$ cat config.mk
export PLATFORM = sky130hd
export DESIGN_NAME = date_wheel_spin_tracker_flat
export DESIGN_NICKNAME = d
export VERILOG_FILES = /design/src/design/dwst_pkg.sv /design/src/design/dwst_if.sv /design/src/design/dwst_step.sv /design/src/design/date_wheel_spin_tracker.sv /design/src/flat_wrapper.sv
export SDC_FILE = /design/constraint.sdc
export NUM_CORES = 1
export LEC_CHECK = 0
export ABC_CLOCK_PERIOD_IN_PS = 16100
export BUFFER_PORTS_ARGS = -buffer_cell sky130_fd_sc_hd__buf_2
export CAP_MARGIN = 5
export CORE_ASPECT_RATIO = 1.1
export CORE_MARGIN = 4
export CORE_UTILIZATION = 30
export CTS_BUF_LIST = sky130_fd_sc_hd__clkbuf_4 sky130_fd_sc_hd__clkbuf_8
export CTS_CLUSTER_DIAMETER = 60
export DETAILED_ROUTE_END_ITERATION = 12
export PLACE_DENSITY_LB_ADDON = 0.3
export SLEW_MARGIN = 0
export SYNTH_ARGS = -nofsm -noshare
export SYNTH_HDL_FRONTEND = slang
export SYNTH_SLANG_ARGS = --single-unit
$ cat constraint.sdc
create_clock -name clock -period 16.1 [get_ports clock]
set_clock_uncertainty 0.05 [all_clocks]
set_input_delay 2.415 -clock clock [delete_from_list [all_inputs] [get_ports clock]]
set_output_delay 2.415 -clock clock [all_outputs]
set_load 0.1 [all_outputs]
$ cat src/design/dwst_pkg.sv
// Package for the date wheel spin tracker: widths, limits, codes and the
// structs of the step logic and top level; the interfaces take its widths.
// Depends on nothing.
`default_nettype none

package dwst_pkg;

   localparam int AngleBits = 12;
   localparam int AngleW = AngleBits;
   localparam int DeltaW = AngleBits + 1;
   localparam int FullTurn = 1 << AngleBits;
   localparam int HalfTurn = FullTurn / 2;
   localparam int MonthProdW = AngleBits + 4;

   localparam int CmdW = 1;
   localparam int SampleW = 12;
   localparam int TimeW = 32;
   localparam int MonthW = 4;
   localparam int YearW = 11;
   localparam int OfsW = 5;
   localparam int CsrIdxW = 1;
   localparam int CsrDataW = 12;
   localparam int OffsetW = 12;

   localparam int MonthsPerYear = 12;
   localparam int YearMin = 2018;
   localparam int YearMax = 2025;
   localparam int YearStart = 2021;
   localparam int OfsMin = 5;
   localparam int OfsMax = 20;
   localparam int OfsStep = 5;
   localparam int SpinMinDelta = 120;
   localparam int SpinMaxDt = 250;
   localparam int SpinMinSpeed = 1600;
   localparam int MsPerSecond = 1000;
   localparam int StepCooldown = 300;
   localparam int MaxSteps = 2;
   localparam int DtW = $clog2(SpinMaxDt + 1);
   localparam int SpeedW = AngleBits + 10;

   localparam logic [OffsetW-1:0] OffsetReset = 12'd2071;

   typedef enum logic [CmdW-1:0] {
      CMD_SAMPLE  = 1'b0,
      CMD_RESTART = 1'b1
   } cmd_type;

   typedef enum logic [CsrIdxW-1:0] {
      CSR_ANGLE_OFFSET  = 1'b0,
      CSR_FUTURE_ENABLE = 1'b1
   } csr_index_type;

   typedef struct packed {
      logic [OffsetW-1:0] angle_offset;
      logic               future_enable;
   } cfg_type;

   typedef struct packed {
      cmd_type            command;
      logic [SampleW-1:0] sample_angle;
      logic [TimeW-1:0]   time_ms;
   } item_type;

   typedef struct packed {
      logic [MonthW-1:0] month;
      logic [YearW-1:0]  year;
      logic              future_active;
      logic [YearW-1:0]  future_year;
      logic              publish;
   } result_type;

   typedef struct packed {
      logic [AngleW-1:0] prev_angle;
      logic [TimeW-1:0]  prev_time;
      logic [MonthW-1:0] prev_month;
      logic              prev_month_valid;
      logic [YearW-1:0]  cur_year;
      logic              in_future;
      logic [OfsW-1:0]   future_offset;
      logic [TimeW-1:0]  last_step_time;
      logic [MonthW-1:0] sent_month;
      logic [YearW-1:0]  sent_year;
      logic              sent_valid;
   } state_type;

endpackage

`default_nettype wire

$ cat src/design/dwst_if.sv
// Valid/ready channel interfaces for the date wheel spin tracker: sample
// items in, result items out, and the register write channel.
// Depends on dwst_pkg.
`default_nettype none

interface dwst_req_if import dwst_pkg::*; ();
   logic               valid;
   logic               ready;
   logic [CmdW-1:0]    command;
   logic [SampleW-1:0] sample_angle;
   logic [TimeW-1:0]   time_ms;

   modport source (output valid, output command, output sample_angle, output time_ms,
                   input ready);
   modport sink (input valid, input command, input sample_angle, input time_ms,
                 output ready);
endinterface

interface dwst_rsp_if import dwst_pkg::*; ();
   logic              valid;
   logic              ready;
   logic [MonthW-1:0] month;
   logic [YearW-1:0]  year;
   logic              future_active;
   logic [YearW-1:0]  future_year;
   logic              publish;

   modport source (output valid, output month, output year, output future_active,
                   output future_year, output publish, input ready);
   modport sink (input valid, input month, input year, input future_active,
                 input future_year, input publish, output ready);
endinterface

interface dwst_csr_if import dwst_pkg::*; ();
   logic                valid;
   logic                ready;
   logic [CsrIdxW-1:0]  index;
   logic [CsrDataW-1:0] data;

   modport source (output valid, output index, output data, input ready);
   modport sink (input valid, input index, input data, output ready);
endinterface

`default_nettype wire

$ cat src/design/dwst_step.sv
// Combinational step logic: from the tracking state, the registers and one
// item it forms the next state and the result item.
// Depends on dwst_pkg.
`default_nettype none

module dwst_step import dwst_pkg::*; (
   input  wire cfg_type    cfg,
   input  wire state_type  state,
   input  wire item_type   item,
   output state_type       next_state,
   output result_type      result
);

   localparam logic signed [DeltaW-1:0] HalfPos = DeltaW'(HalfTurn);
   localparam logic signed [DeltaW-1:0] HalfNeg = -DeltaW'(HalfTurn);
   localparam logic signed [DeltaW-1:0] TurnS = DeltaW'(FullTurn);

   logic [AngleW-1:0]        raw;
   logic [AngleW-1:0]        shifted;
   logic [MonthProdW-1:0]    month_prod;
   logic [MonthW-1:0]        month;
   logic [TimeW-1:0]         dt;
   logic signed [DeltaW-1:0] delta_raw;
   logic signed [DeltaW-1:0] delta;
   logic [AngleW-1:0]        mag;
   logic [SpeedW-1:0]        mag_scaled;
   logic [SpeedW-1:0]        dt_scaled;
   logic                     fast;
   logic                     forward;
   logic [OfsW:0]            step_amt;

   always_comb begin
      raw = AngleW'(item.sample_angle);
      shifted = raw - AngleW'(cfg.angle_offset);
      month_prod = MonthProdW'(shifted) * MonthProdW'(MonthsPerYear);
      month = MonthW'(month_prod[MonthProdW-1:AngleW]) + MonthW'(1);

      dt = item.time_ms - state.prev_time;
      if (dt == '0) begin
         dt = TimeW'(1);
      end

      delta_raw = $signed({1'b0, raw}) - $signed({1'b0, state.prev_angle});
      if (delta_raw > HalfPos) begin
         delta = delta_raw - TurnS;
      end else if (delta_raw < HalfNeg) begin
         delta = delta_raw + TurnS;
      end else begin
         delta = delta_raw;
      end
      mag = delta[DeltaW-1] ? AngleW'(-delta) : AngleW'(delta);
      forward = !delta[DeltaW-1] && (delta != '0);

      mag_scaled = SpeedW'(mag) * SpeedW'(MsPerSecond);
      dt_scaled = SpeedW'(dt[DtW-1:0]) * SpeedW'(SpinMinSpeed);
      fast = (dt <= TimeW'(SpinMaxDt)) && (mag >= AngleW'(SpinMinDelta))
             && (mag_scaled >= dt_scaled);
      step_amt = (mag >= AngleW'(SpinMinDelta * MaxSteps)) ?
                 (OfsW+1)'(OfsStep * MaxSteps) : (OfsW+1)'(OfsStep);
   end

   always_comb begin
      logic          fut_now;
      logic          cool_ok;
      logic [OfsW:0] ofs_sum;
      logic          publish;

      next_state = state;
      publish = 1'b0;
      fut_now = 1'b0;
      cool_ok = 1'b0;
      ofs_sum = '0;

      if (item.command == CMD_RESTART) begin
         next_state.prev_angle = raw;
         next_state.prev_time = item.time_ms;
         next_state.prev_month_valid = 1'b0;
         next_state.prev_month = '0;
         next_state.cur_year = YearW'(YearStart);
         next_state.sent_valid = 1'b0;
         next_state.in_future = 1'b0;
      end else begin
         if (state.prev_month_valid && month != state.prev_month) begin
            if (state.prev_month == MonthW'(MonthsPerYear) && month == MonthW'(1)) begin
               if (state.cur_year < YearW'(YearMax)) begin
                  next_state.cur_year = state.cur_year + YearW'(1);
               end
            end else if (state.prev_month == MonthW'(1)
                         && month == MonthW'(MonthsPerYear)) begin
               if (state.cur_year > YearW'(YearMin)) begin
                  next_state.cur_year = state.cur_year - YearW'(1);
               end
            end
         end
         next_state.prev_month = month;
         next_state.prev_month_valid = 1'b1;

         if (cfg.future_enable && !state.in_future
             && next_state.cur_year >= YearW'(YearMax) && forward && fast) begin
            next_state.in_future = 1'b1;
            next_state.future_offset = OfsW'(OfsMin);
            next_state.last_step_time = item.time_ms;
         end

         fut_now = next_state.in_future;
         cool_ok = (item.time_ms - next_state.last_step_time) >= TimeW'(StepCooldown);

         if (fut_now) begin
            if (fast) begin
               if (forward) begin
                  if (cool_ok) begin
                     next_state.last_step_time = item.time_ms;
                     ofs_sum = (OfsW+1)'(next_state.future_offset) + step_amt;
                     next_state.future_offset = (ofs_sum > (OfsW+1)'(OfsMax)) ?
                                                OfsW'(OfsMax) : OfsW'(ofs_sum);
                  end
               end else if (next_state.future_offset <= OfsW'(OfsMin)) begin
                  next_state.in_future = 1'b0;
               end else if (cool_ok) begin
                  next_state.last_step_time = item.time_ms;
                  if ((OfsW+1)'(next_state.future_offset) < (OfsW+1)'(OfsMin) + step_amt) begin
                     next_state.future_offset = OfsW'(OfsMin);
                  end else begin
                     next_state.future_offset = next_state.future_offset - OfsW'(step_amt);
                  end
               end
            end
         end else if (!state.sent_valid || month != state.sent_month
                      || next_state.cur_year != state.sent_year) begin
            next_state.sent_valid = 1'b1;
            next_state.sent_month = month;
            next_state.sent_year = next_state.cur_year;
            publish = 1'b1;
         end

         next_state.prev_angle = raw;
         next_state.prev_time = item.time_ms;
      end

      result.month = month;
      result.year = next_state.cur_year;
      result.future_active = next_state.in_future;
      result.future_year = YearW'(YearMax) + YearW'(next_state.future_offset);
      result.publish = publish;
   end

endmodule

`default_nettype wire

$ cat src/design/date_wheel_spin_tracker.sv
// Date wheel spin tracker. The req channel carries sample items (command,
// raw angle, time in ms); every accepted item gives exactly one result item
// on the rsp channel with month, tracked year, future mode flag, future year
// and a publish flag. The csr channel writes angle_offset (index 0) and
// future_enable (index 1); it is always ready, and the user must write it
// only while idle, which the block does not enforce. An accepted item is
// held in an input register; the step logic then updates the tracking state
// and the result register, which drives rsp. One item is accepted per cycle
// while results are taken; the limit is the single state update per cycle.
// The input register is refilled while a result waits, so the block keeps
// taking items until both registers are full. When the receiver stalls the
// result is held and, once the input register is full too, req ready drops.
// Synchronous reset empties both registers, returns the registers to
// angle_offset 2071 and future_enable 1, and the tracking state to year 2021,
// future offset 5 and no month or publish history.
// Depends on dwst_pkg, the channel interfaces and dwst_step.
`default_nettype none

module date_wheel_spin_tracker import dwst_pkg::*; (
   input  wire         clock,
   input  wire         reset,
   dwst_req_if.sink    req_if,
   dwst_rsp_if.source  rsp_if,
   dwst_csr_if.sink    csr_if
);

   localparam cfg_type CfgReset = '{angle_offset: OffsetReset, future_enable: 1'b1};
   localparam state_type StateReset = '{cur_year: YearW'(YearStart),
                                        future_offset: OfsW'(OfsMin),
                                        default: '0};

   logic       in_valid_ff, in_valid_in;
   item_type   item_ff, item_in;
   logic       out_valid_ff, out_valid_in;
   result_type res_ff, res_in;
   state_type  state_ff, state_in;
   cfg_type    cfg_ff, cfg_in;
   state_type  step_state;
   result_type step_result;
   logic       advance;
   logic       req_take;

   dwst_step u_step (
      .cfg        (cfg_ff),
      .state      (state_ff),
      .item       (item_ff),
      .next_state (step_state),
      .result     (step_result)
   );

   assign advance = in_valid_ff && (!out_valid_ff || rsp_if.ready);
   assign req_if.ready = !in_valid_ff || advance;
   assign req_take = req_if.valid && req_if.ready;
   assign csr_if.ready = 1'b1;

   always_comb begin
      in_valid_in = req_take || (in_valid_ff && !advance);
      item_in = item_ff;
      if (req_take) begin
         item_in.command = cmd_type'(req_if.command);
         item_in.sample_angle = req_if.sample_angle;
         item_in.time_ms = req_if.time_ms;
      end
      out_valid_in = advance || (out_valid_ff && !rsp_if.ready);
      res_in = advance ? step_result : res_ff;
      state_in = advance ? step_state : state_ff;
      cfg_in = cfg_ff;
      if (csr_if.valid) begin
         unique case (csr_index_type'(csr_if.index))
            CSR_ANGLE_OFFSET:  cfg_in.angle_offset = OffsetW'(csr_if.data);
            CSR_FUTURE_ENABLE: cfg_in.future_enable = csr_if.data[0];
            default:           cfg_in = cfg_ff;
         endcase
      end
   end

   always_ff @(posedge clock) begin
      if (reset) begin
         in_valid_ff <= 1'b0;
         out_valid_ff <= 1'b0;
         cfg_ff <= CfgReset;
         state_ff <= StateReset;
      end else begin
         in_valid_ff <= in_valid_in;
         out_valid_ff <= out_valid_in;
         cfg_ff <= cfg_in;
         state_ff <= state_in;
      end
   end

   always_ff @(posedge clock) begin
      item_ff <= item_in;
      res_ff <= res_in;
   end

   assign rsp_if.valid = out_valid_ff;
   assign rsp_if.month = res_ff.month;
   assign rsp_if.year = res_ff.year;
   assign rsp_if.future_active = res_ff.future_active;
   assign rsp_if.future_year = res_ff.future_year;
   assign rsp_if.publish = res_ff.publish;

   a_year_range: assert property (@(posedge clock) disable iff (reset)
      out_valid_ff |-> (res_ff.year >= YearW'(YearMin) && res_ff.year <= YearW'(YearMax)))
      else $error("tracked year left its range");

   a_offset_steps: assert property (@(posedge clock) disable iff (reset)
      state_ff.future_offset == OfsW'(5) || state_ff.future_offset == OfsW'(10)
      || state_ff.future_offset == OfsW'(15) || state_ff.future_offset == OfsW'(20))
      else $error("future offset is not a valid step");

   a_no_publish_in_future: assert property (@(posedge clock) disable iff (reset)
      (out_valid_ff && res_ff.publish) |-> !res_ff.future_active)
      else $error("publish raised in future mode");

   a_restart_clears: assert property (@(posedge clock) disable iff (reset)
      (advance && item_ff.command == CMD_RESTART)
      |=> (!state_ff.in_future && !state_ff.sent_valid && !state_ff.prev_month_valid))
      else $error("restart did not clear tracking");

   a_item_held: assert property (@(posedge clock) disable iff (reset)
      (in_valid_ff && !advance) |=> (in_valid_ff && $stable(item_ff)))
      else $error("waiting item lost or changed");

endmodule

`default_nettype wire

$ cat src/flat_wrapper.sv
// flat-port wrapper written by rule: the top's interface ports become plain ports
module date_wheel_spin_tracker_flat import dwst_pkg::*;
  (clock, reset, req_if_valid, req_if_command, req_if_sample_angle, req_if_time_ms, req_if_ready, rsp_if_valid, rsp_if_month, rsp_if_year, rsp_if_future_active, rsp_if_future_year, rsp_if_publish, rsp_if_ready, csr_if_valid, csr_if_index, csr_if_data, csr_if_ready);
  dwst_req_if req_if_i ();
  dwst_rsp_if rsp_if_i ();
  dwst_csr_if csr_if_i ();
  input  wire clock;
  input  wire reset;
  input wire logic [$bits(req_if_i.valid)-1:0] req_if_valid;
  input wire logic [$bits(req_if_i.command)-1:0] req_if_command;
  input wire logic [$bits(req_if_i.sample_angle)-1:0] req_if_sample_angle;
  input wire logic [$bits(req_if_i.time_ms)-1:0] req_if_time_ms;
  output wire logic [$bits(req_if_i.ready)-1:0] req_if_ready;
  output wire logic [$bits(rsp_if_i.valid)-1:0] rsp_if_valid;
  output wire logic [$bits(rsp_if_i.month)-1:0] rsp_if_month;
  output wire logic [$bits(rsp_if_i.year)-1:0] rsp_if_year;
  output wire logic [$bits(rsp_if_i.future_active)-1:0] rsp_if_future_active;
  output wire logic [$bits(rsp_if_i.future_year)-1:0] rsp_if_future_year;
  output wire logic [$bits(rsp_if_i.publish)-1:0] rsp_if_publish;
  input wire logic [$bits(rsp_if_i.ready)-1:0] rsp_if_ready;
  input wire logic [$bits(csr_if_i.valid)-1:0] csr_if_valid;
  input wire logic [$bits(csr_if_i.index)-1:0] csr_if_index;
  input wire logic [$bits(csr_if_i.data)-1:0] csr_if_data;
  output wire logic [$bits(csr_if_i.ready)-1:0] csr_if_ready;
  assign req_if_i.valid = req_if_valid;
  assign req_if_i.command = req_if_command;
  assign req_if_i.sample_angle = req_if_sample_angle;
  assign req_if_i.time_ms = req_if_time_ms;
  assign req_if_ready = req_if_i.ready;
  assign rsp_if_valid = rsp_if_i.valid;
  assign rsp_if_month = rsp_if_i.month;
  assign rsp_if_year = rsp_if_i.year;
  assign rsp_if_future_active = rsp_if_i.future_active;
  assign rsp_if_future_year = rsp_if_i.future_year;
  assign rsp_if_publish = rsp_if_i.publish;
  assign rsp_if_i.ready = rsp_if_ready;
  assign csr_if_i.valid = csr_if_valid;
  assign csr_if_i.index = csr_if_index;
  assign csr_if_i.data = csr_if_data;
  assign csr_if_ready = csr_if_i.ready;
  date_wheel_spin_tracker u_core (.clock(clock), .reset(reset), .req_if(req_if_i), .rsp_if(rsp_if_i), .csr_if(csr_if_i));
endmodule
== Word level (Yosys, flattened, before mapping) ==
Index checks and enable logic that the tools add are counted.
Word-level totals
  input bits: 63
  register bits: 202
  logic and storage cells: 129
Cells by class
  multiply operators: 3
  order comparisons: 13
  mux-type cells: 29
  add/subtract/negate cells: 14
  equal/unequal tests: 8
  reductions and logical operators: 36
  bitwise logic cells: 3
Operator list (number)
  two-way mux 38 bit: 4
  two-way mux 37 bit: 4
  two-way mux 11 bit: 6
  subtractor 32 bit: 2
  two-way mux 52 bit: 1
  >= comparator 32 x 9 -> 1 bit, second input constant: 1
  <= comparator 32 x 8 -> 1 bit, second input constant: 1
  zero test 32 bit: 1
  two-way mux 16 bit: 2
  two-way mux 32 bit: 1
  two-way mux 13 bit: 2
  >= comparator 22 x 19 -> 1 bit: 1
  multiplier 12 x 7 -> 19 bit, second input constant: 1
  two-way mux 17 bit: 1
  logical AND 1 bit: 14
  multiplier 12 x 2 -> 14 bit, second input constant: 1
  adder 13 bit, second input constant: 1
  > comparator 13 bit, second input constant: 1
  < comparator 13 x 12 -> 1 bit, second input constant: 1
  multiplier 8 x 5 -> 13 bit, second input constant: 1
  nonzero test 13 bit: 1
  subtractor 12 x 12 -> 13 bit: 1
  subtractor 13 bit, second input constant: 1
  >= comparator 12 x 7 -> 1 bit, second input constant: 1
  other kinds (33): 55

== Longest topological paths before layout ==
  depth in word-level cells: 24
  mapped depth: 68
  mapped depth without buffers: 65

== Modules after synthesis ==
From an unflattened synthesis, not the netlist that was laid out.
Unflattened totals
  cells, all modules: 2288
  area, all modules: 20056.7 µm²
By module, submodules not included
  dwst_step: cells an instance 1652, instances 1, seq. area each 0.0 µm², area an instance 12258.0 µm²
  date_wheel_spin_tracker: cells an instance 636, instances 1, seq. area each 4774.6 µm², area an instance 7798.7 µm²

== Least setup slack after synthesis ==
No wires, ideal clock.
  path type: register to register
  start point: reg u_core.item_ff[34] (netlist bit)
  end point: reg u_core.res_ff, in the netlist u_core.rsp_if.future_year[4] (data pin)
  data arrival time: 13.398 ns
  period minus slack after synthesis: 13.711 ns
  path slack: 2.389 ns
  cell stages (with the launch flop): 63
  setup time: 0.263 ns
  buffers on the path: 3
  cell sequence: edfxtp_1 ha_1 nor2b_1 o31a_1 o21a_1 or3_1 a2111oi_0 nand4bb_1 nand2_1 buf_4 nor2_1 xnor2_1 inv_1 ha_1 inv_1 ha_1 inv_1 fa_1 [27 not listed] a211oi_1 o21ai_1 a311o_1 a21oi_1 o31ai_1 mux2i_1 o21ai_0 or4_1 nor4_2 o21ai_0 nand2b_1 mux2i_1 or3b_2 o41ai_1 a21oi_1 ha_1 a211oi_2 xnor2_1
RTL lines
  start: declaration: RTL line date_wheel_spin_tracker.sv:33  | item_type item_ff, item_in;
  start signal: assignment: RTL line date_wheel_spin_tracker.sv:92  | item_ff <= item_in;
  end signal: assignment: RTL line date_wheel_spin_tracker.sv:93  | res_ff <= res_in;
  end: declaration: RTL line date_wheel_spin_tracker.sv:35  | result_type res_ff, res_in;

==> impl_summary.md <==
GRT
The largest net degree at the start of global routing is 80. For this run, global-route usage on met3 was measured as 0.0201. The number of antenna violations at the first check in global routing is 1. The via count of the first global-routing pass is roughly 15000. The routing layer with the top usage in global route is met2.

The total routing resource utilization after global routing is 0.150. The first-pass GRT wire length is 79800 um. The met2 routing resource usage after global routing is 0.271. The met1 routing resource usage after global routing is 0.185.

The overall overflow remaining after global route is 0.

Timing
The worst setup slack after layout is between 1000 and 1500 ps. The final count of pins violating max slew is 0. For this run, the top clock speed supported by timing is between 60 and 70 MHz. The worst pin sits at a relative slew slack of 0.199. For the pin with the worst max-slew slack, the measured transition is between 1000 and 1500 ps. Dividing the final minimum period by the clock period gives 0.925.

The count of final setup violators is 0. The final critical path time including I/O delays and setup is ~15000 ps. Setup repair after global routing left no endpoint under its margin. Adding up every negative setup slack in the final design gives 0 ps. The number of failing hold endpoints at the final stage came to 0.

Die
The area enclosed by the die boundary is between 60000 and 70000 um^2. The initial utilization of the core area, before any placement, comes to 0.302. The die is roughly 240 um wide. For this design the top-level I/O count stands at between 90 and 100. After floorplanning, the core was sized to cover around 60000 um^2. The row count is 94. The floorplan die height is approximately 270 um.

Clock tree
The longest clock path from root to sink contains 2 buffers. In this run the clock root is driven by a sky130_fd_sc_hd__clkbuf_8. The clock slew seen by the registers of the worst setup and hold paths is approximately 100 ps. TritonCTS built the clock tree.

At the later pin of the worst-skew pair, clock insertion delay measures around 570 ps. The clock sink count is 198. Clock tree synthesis inserted a total of 17 buffers. CTS built an H-tree with a depth of 4.

Critical path
The start of the worst register-to-register path is u_core.item_ff[32]$_DFFE_PP_. The start point of the critical path is u_core.item_ff[32]$_DFFE_PP_. The critical path required time is 16370 ps.

STA classifies the critical path endpoint as a flop. The critical path capture point is u_core.rsp_if.future_year[4]$_DFFE_PP_. The peak fanout along the critical path is 11. The type of element launching the critical path is a flop.

By instance count, the cell type seen most on the critical path is sky130_fd_sc_hd__ha_1. The library cell contributing the largest single delay on the critical path is sky130_fd_sc_hd__fa_1. For flop-to-flop paths, the worst setup slack is about 1200 ps. The endpoint identified for the worst register-to-register timing path is u_core.rsp_if.future_year[4]$_DFFE_PP_. For the worst setup path, the data arrival time is 15160 ps. The worst reg2reg path depth is 65. The delay of the slowest cell on the worst path is between 500 and 600 ps. The critical path is of the reg -> reg type.

Placement
The final HPWL from detailed placement is 38400 um. The count of buffers added on input and output ports is 92. The last weighted congestion value of the routability-driven placer is slightly below 0.9. The placed instances occupy a cell area of 19300 um^2. OpenSTA, run right after detailed placement, puts the worst setup slack at 425 ps.

Yosys
The synthesized design contains a little under 200 register bits. Yosys printed 0 warnings. When the netlist entered floorplanning its net count stood at around 2500. By area the synthesized netlist is led by sky130_fd_sc_hd__ha_1 15%, sky130_fd_sc_hd__dfxtp_1 14%, sky130_fd_sc_hd__edfxtp_1 11%, sky130_fd_sc_hd__a21oi_1 4.9%, sky130_fd_sc_hd__fa_1 4.9%.

Counting every instance in the synthesized netlist gives between 2000 and 2500. Yosys mapped a number of flops with a built-in enable equal to 69. Summed over all instances, the cell type with the most area after synthesis is sky130_fd_sc_hd__ha_1. A synthesized cell averages around 8.5 um^2. The number of distinct library cells after synthesis is ~110.

The primary flip-flop cell chosen by synthesis mapping is sky130_fd_sc_hd__dfxtp_1. The async set or reset register ratio after synthesis is 0. For this run, the register share of the synthesized area comes to 0.258. The cell area after synthesis is roughly 18000 um^2. The share of Yosys cell area claimed by the top area cell type is 0.148.

Route
The number of antenna-violating nets in the routed design is 0. Summed over all layers, the routed wires come to about 48000 um. Using the TritonRoute via totals, the vias-per-cell ratio works out to 5.17. The routed length per instance is between 15 and 20 um.

The via count is about 15000. The final routed DRC violation total is 0. The first-iteration detailed-routing DRC count is roughly 800. The total iterations of the first detailed-routing run is 7.

Layout
The register area is about 4700 um^2. The multi-input combinational cells in the finished layout cover a total of around 12000 um^2. The share of final-layout standard cells stronger than drive strength 1 is 0.0940. The layout has around 6300 filler cells. The synthesis-to-layout area growth is 9.44%. The most common cell after layout, fill and taps aside is sky130_fd_sc_hd__nand2_1. The finished cells cover ~20000 um^2. Leaving out fill and tap cells, the most frequent cells in the layout are 222 x sky130_fd_sc_hd__nand2_1, 213 x sky130_fd_sc_hd__ha_1, 196 x sky130_fd_sc_hd__inv_1. The net count of the finished layout is 2509.

Pwr
The net switching component of the power is 0.00228 W. The combinational share of power is 0.809. Of the total power, the clock network draws 0.069. The power density over the cells is about 240 nW/um^2. Of the total power, the share spent switching nets is 0.488. The internal power of the cells totals ~0.0024 W.

The share of total power dissipated in sequential elements is 0.122. The analysis attributes to cell leakage a power of roughly 8.0 nW. The maximum vdd ir drop is around 0.32 mV.

Run status
The flow ran to the end, and the final reports show no timing, DRC or antenna violations.

Flow run
The total of max-cap violations is 0.

Worst hold path
The tightest min-delay check is of the reg -> reg type.
## sequential cells by signal, summed over array words and instances, names as in the netlist
register / cells
u_core.item_ff: 45
u_core.rsp_if.month: 4
u_core.cfg_ff: 13
u_core.in_valid_ff: 1
u_core.rsp_if.future_year: 7
u_core.rsp_if.future_active: 1
u_core.rsp_if.publish: 1
u_core.state_ff: 114
u_core.rsp_if.valid: 1
u_core.rsp_if.year: 11
## layer usage
layer	vias up	part of all wire
met3	66	0.027
met5	-	0
li1	7709	-
met1	7336	0.45
met2	249	0.50
met4	0	0.025
## per-stage QoR
| stage | utilization | total power, W | hold slack (ps) | instances |
|---|---|---|---|---|
| CTS | 0.329 | 0.00474 | 410 | 2967 |
| global placement | 0.323 | 0.00431 | 391 | 2935 |
| global route | 0.331 | 0.00528 | 426 | 2971 |
| finish | 0.331 | 0.00467 | 407 | 2971 |
| detailed placement | 0.323 | 0.00437 | 397 | 2935 |
| floorplan | - | 0.00353 | 386 | 2130 |
## worst max-delay path, delay by kind of cell (launching register included)
kind                       cells  cell delay, ps
AOI/OAI and AO/OA             23            5230
adders and majority gates     12            3900
and+or+nand+nor               15            3250
buffers and inverters          9             920
muxes                          3             480
DFF                            1             400
xor gates and xnor gates       3             400
## cells by family after synthesis
family	count (synthesis)	share of synthesized area
adders and majority gates	257	0.197
buffers and inverters	269	0.0583
xor gates and xnor gates	118	0.0591
other	1	0.000208
and+or+nand+nor	658	0.177
AOI/OAI and AO/OA	541	0.202
muxes	88	0.0490
DFF	198	0.258
## cell usage after synthesis (all sizes together) (47+ instances only)
library cell / n
a21oi: 180
mux2i: 85
xnor2: 88
edfxtp: 69
ha: 213
nor2: 162
inv: 198
nand2: 224
clkbuf: 53
dfxtp: 129
o21ai: 91
nor3: 47
## final cells by class
class	instances	share of cell area
inverters	198	0.0378
diodes	1	0.000127
clock buffers	22	0.0137
flip-flops and latches	198	0.236
clock inverters	10	0.00507
repair buffers	111	0.0307
well taps	768	0.0487
multi-input cells	1663	0.628
## worst min path at each step
stage	start	to	slack (ps)	depth (start not counted)
finish	u_core.state_ff[90]$_SDFFE_PP0P_	u_core.state_ff[90]$_SDFFE_PP0P_	410	2
global route	u_core.state_ff[85]$_SDFFE_PP0P_	u_core.state_ff[85]$_SDFFE_PP0P_	430	2
CTS	u_core.state_ff[85]$_SDFFE_PP0P_	u_core.state_ff[85]$_SDFFE_PP0P_	410	2
detailed placement	u_core.state_ff[85]$_SDFFE_PP0P_	u_core.state_ff[85]$_SDFFE_PP0P_	400	2
global placement	u_core.state_ff[90]$_SDFFE_PP0P_	u_core.state_ff[90]$_SDFFE_PP0P_	390	2
floorplan	u_core.cfg_ff[10]$_SDFFE_PP0P_	u_core.cfg_ff[10]$_SDFFE_PP0P_	390	2
## power groups by stage
stage	Combinational, W	Sequential, W	Clock (W)
6_report	0.00378	0.000571	0.000322
5_1_grt	0.00435	0.000574	0.000355
3_5_place_dp	0.00379	0.000583	0
2_1_floorplan	0.00292	0.000609	0
4_1_cts	0.00383	0.000571	0.000339
3_3_place_gp	0.00373	0.000582	0
## timing repair
| action | 4_1_cts | 5_1_grt |
|---|---|---|
| gates resized for setup | 0 | 9 |
| setup endpoints to repair | 0 | 9 |
| setup buffers | 0 | 3 |
| hold buffers | 0 | 0 |
Note: power is estimated with default switching activity, not from simulation.
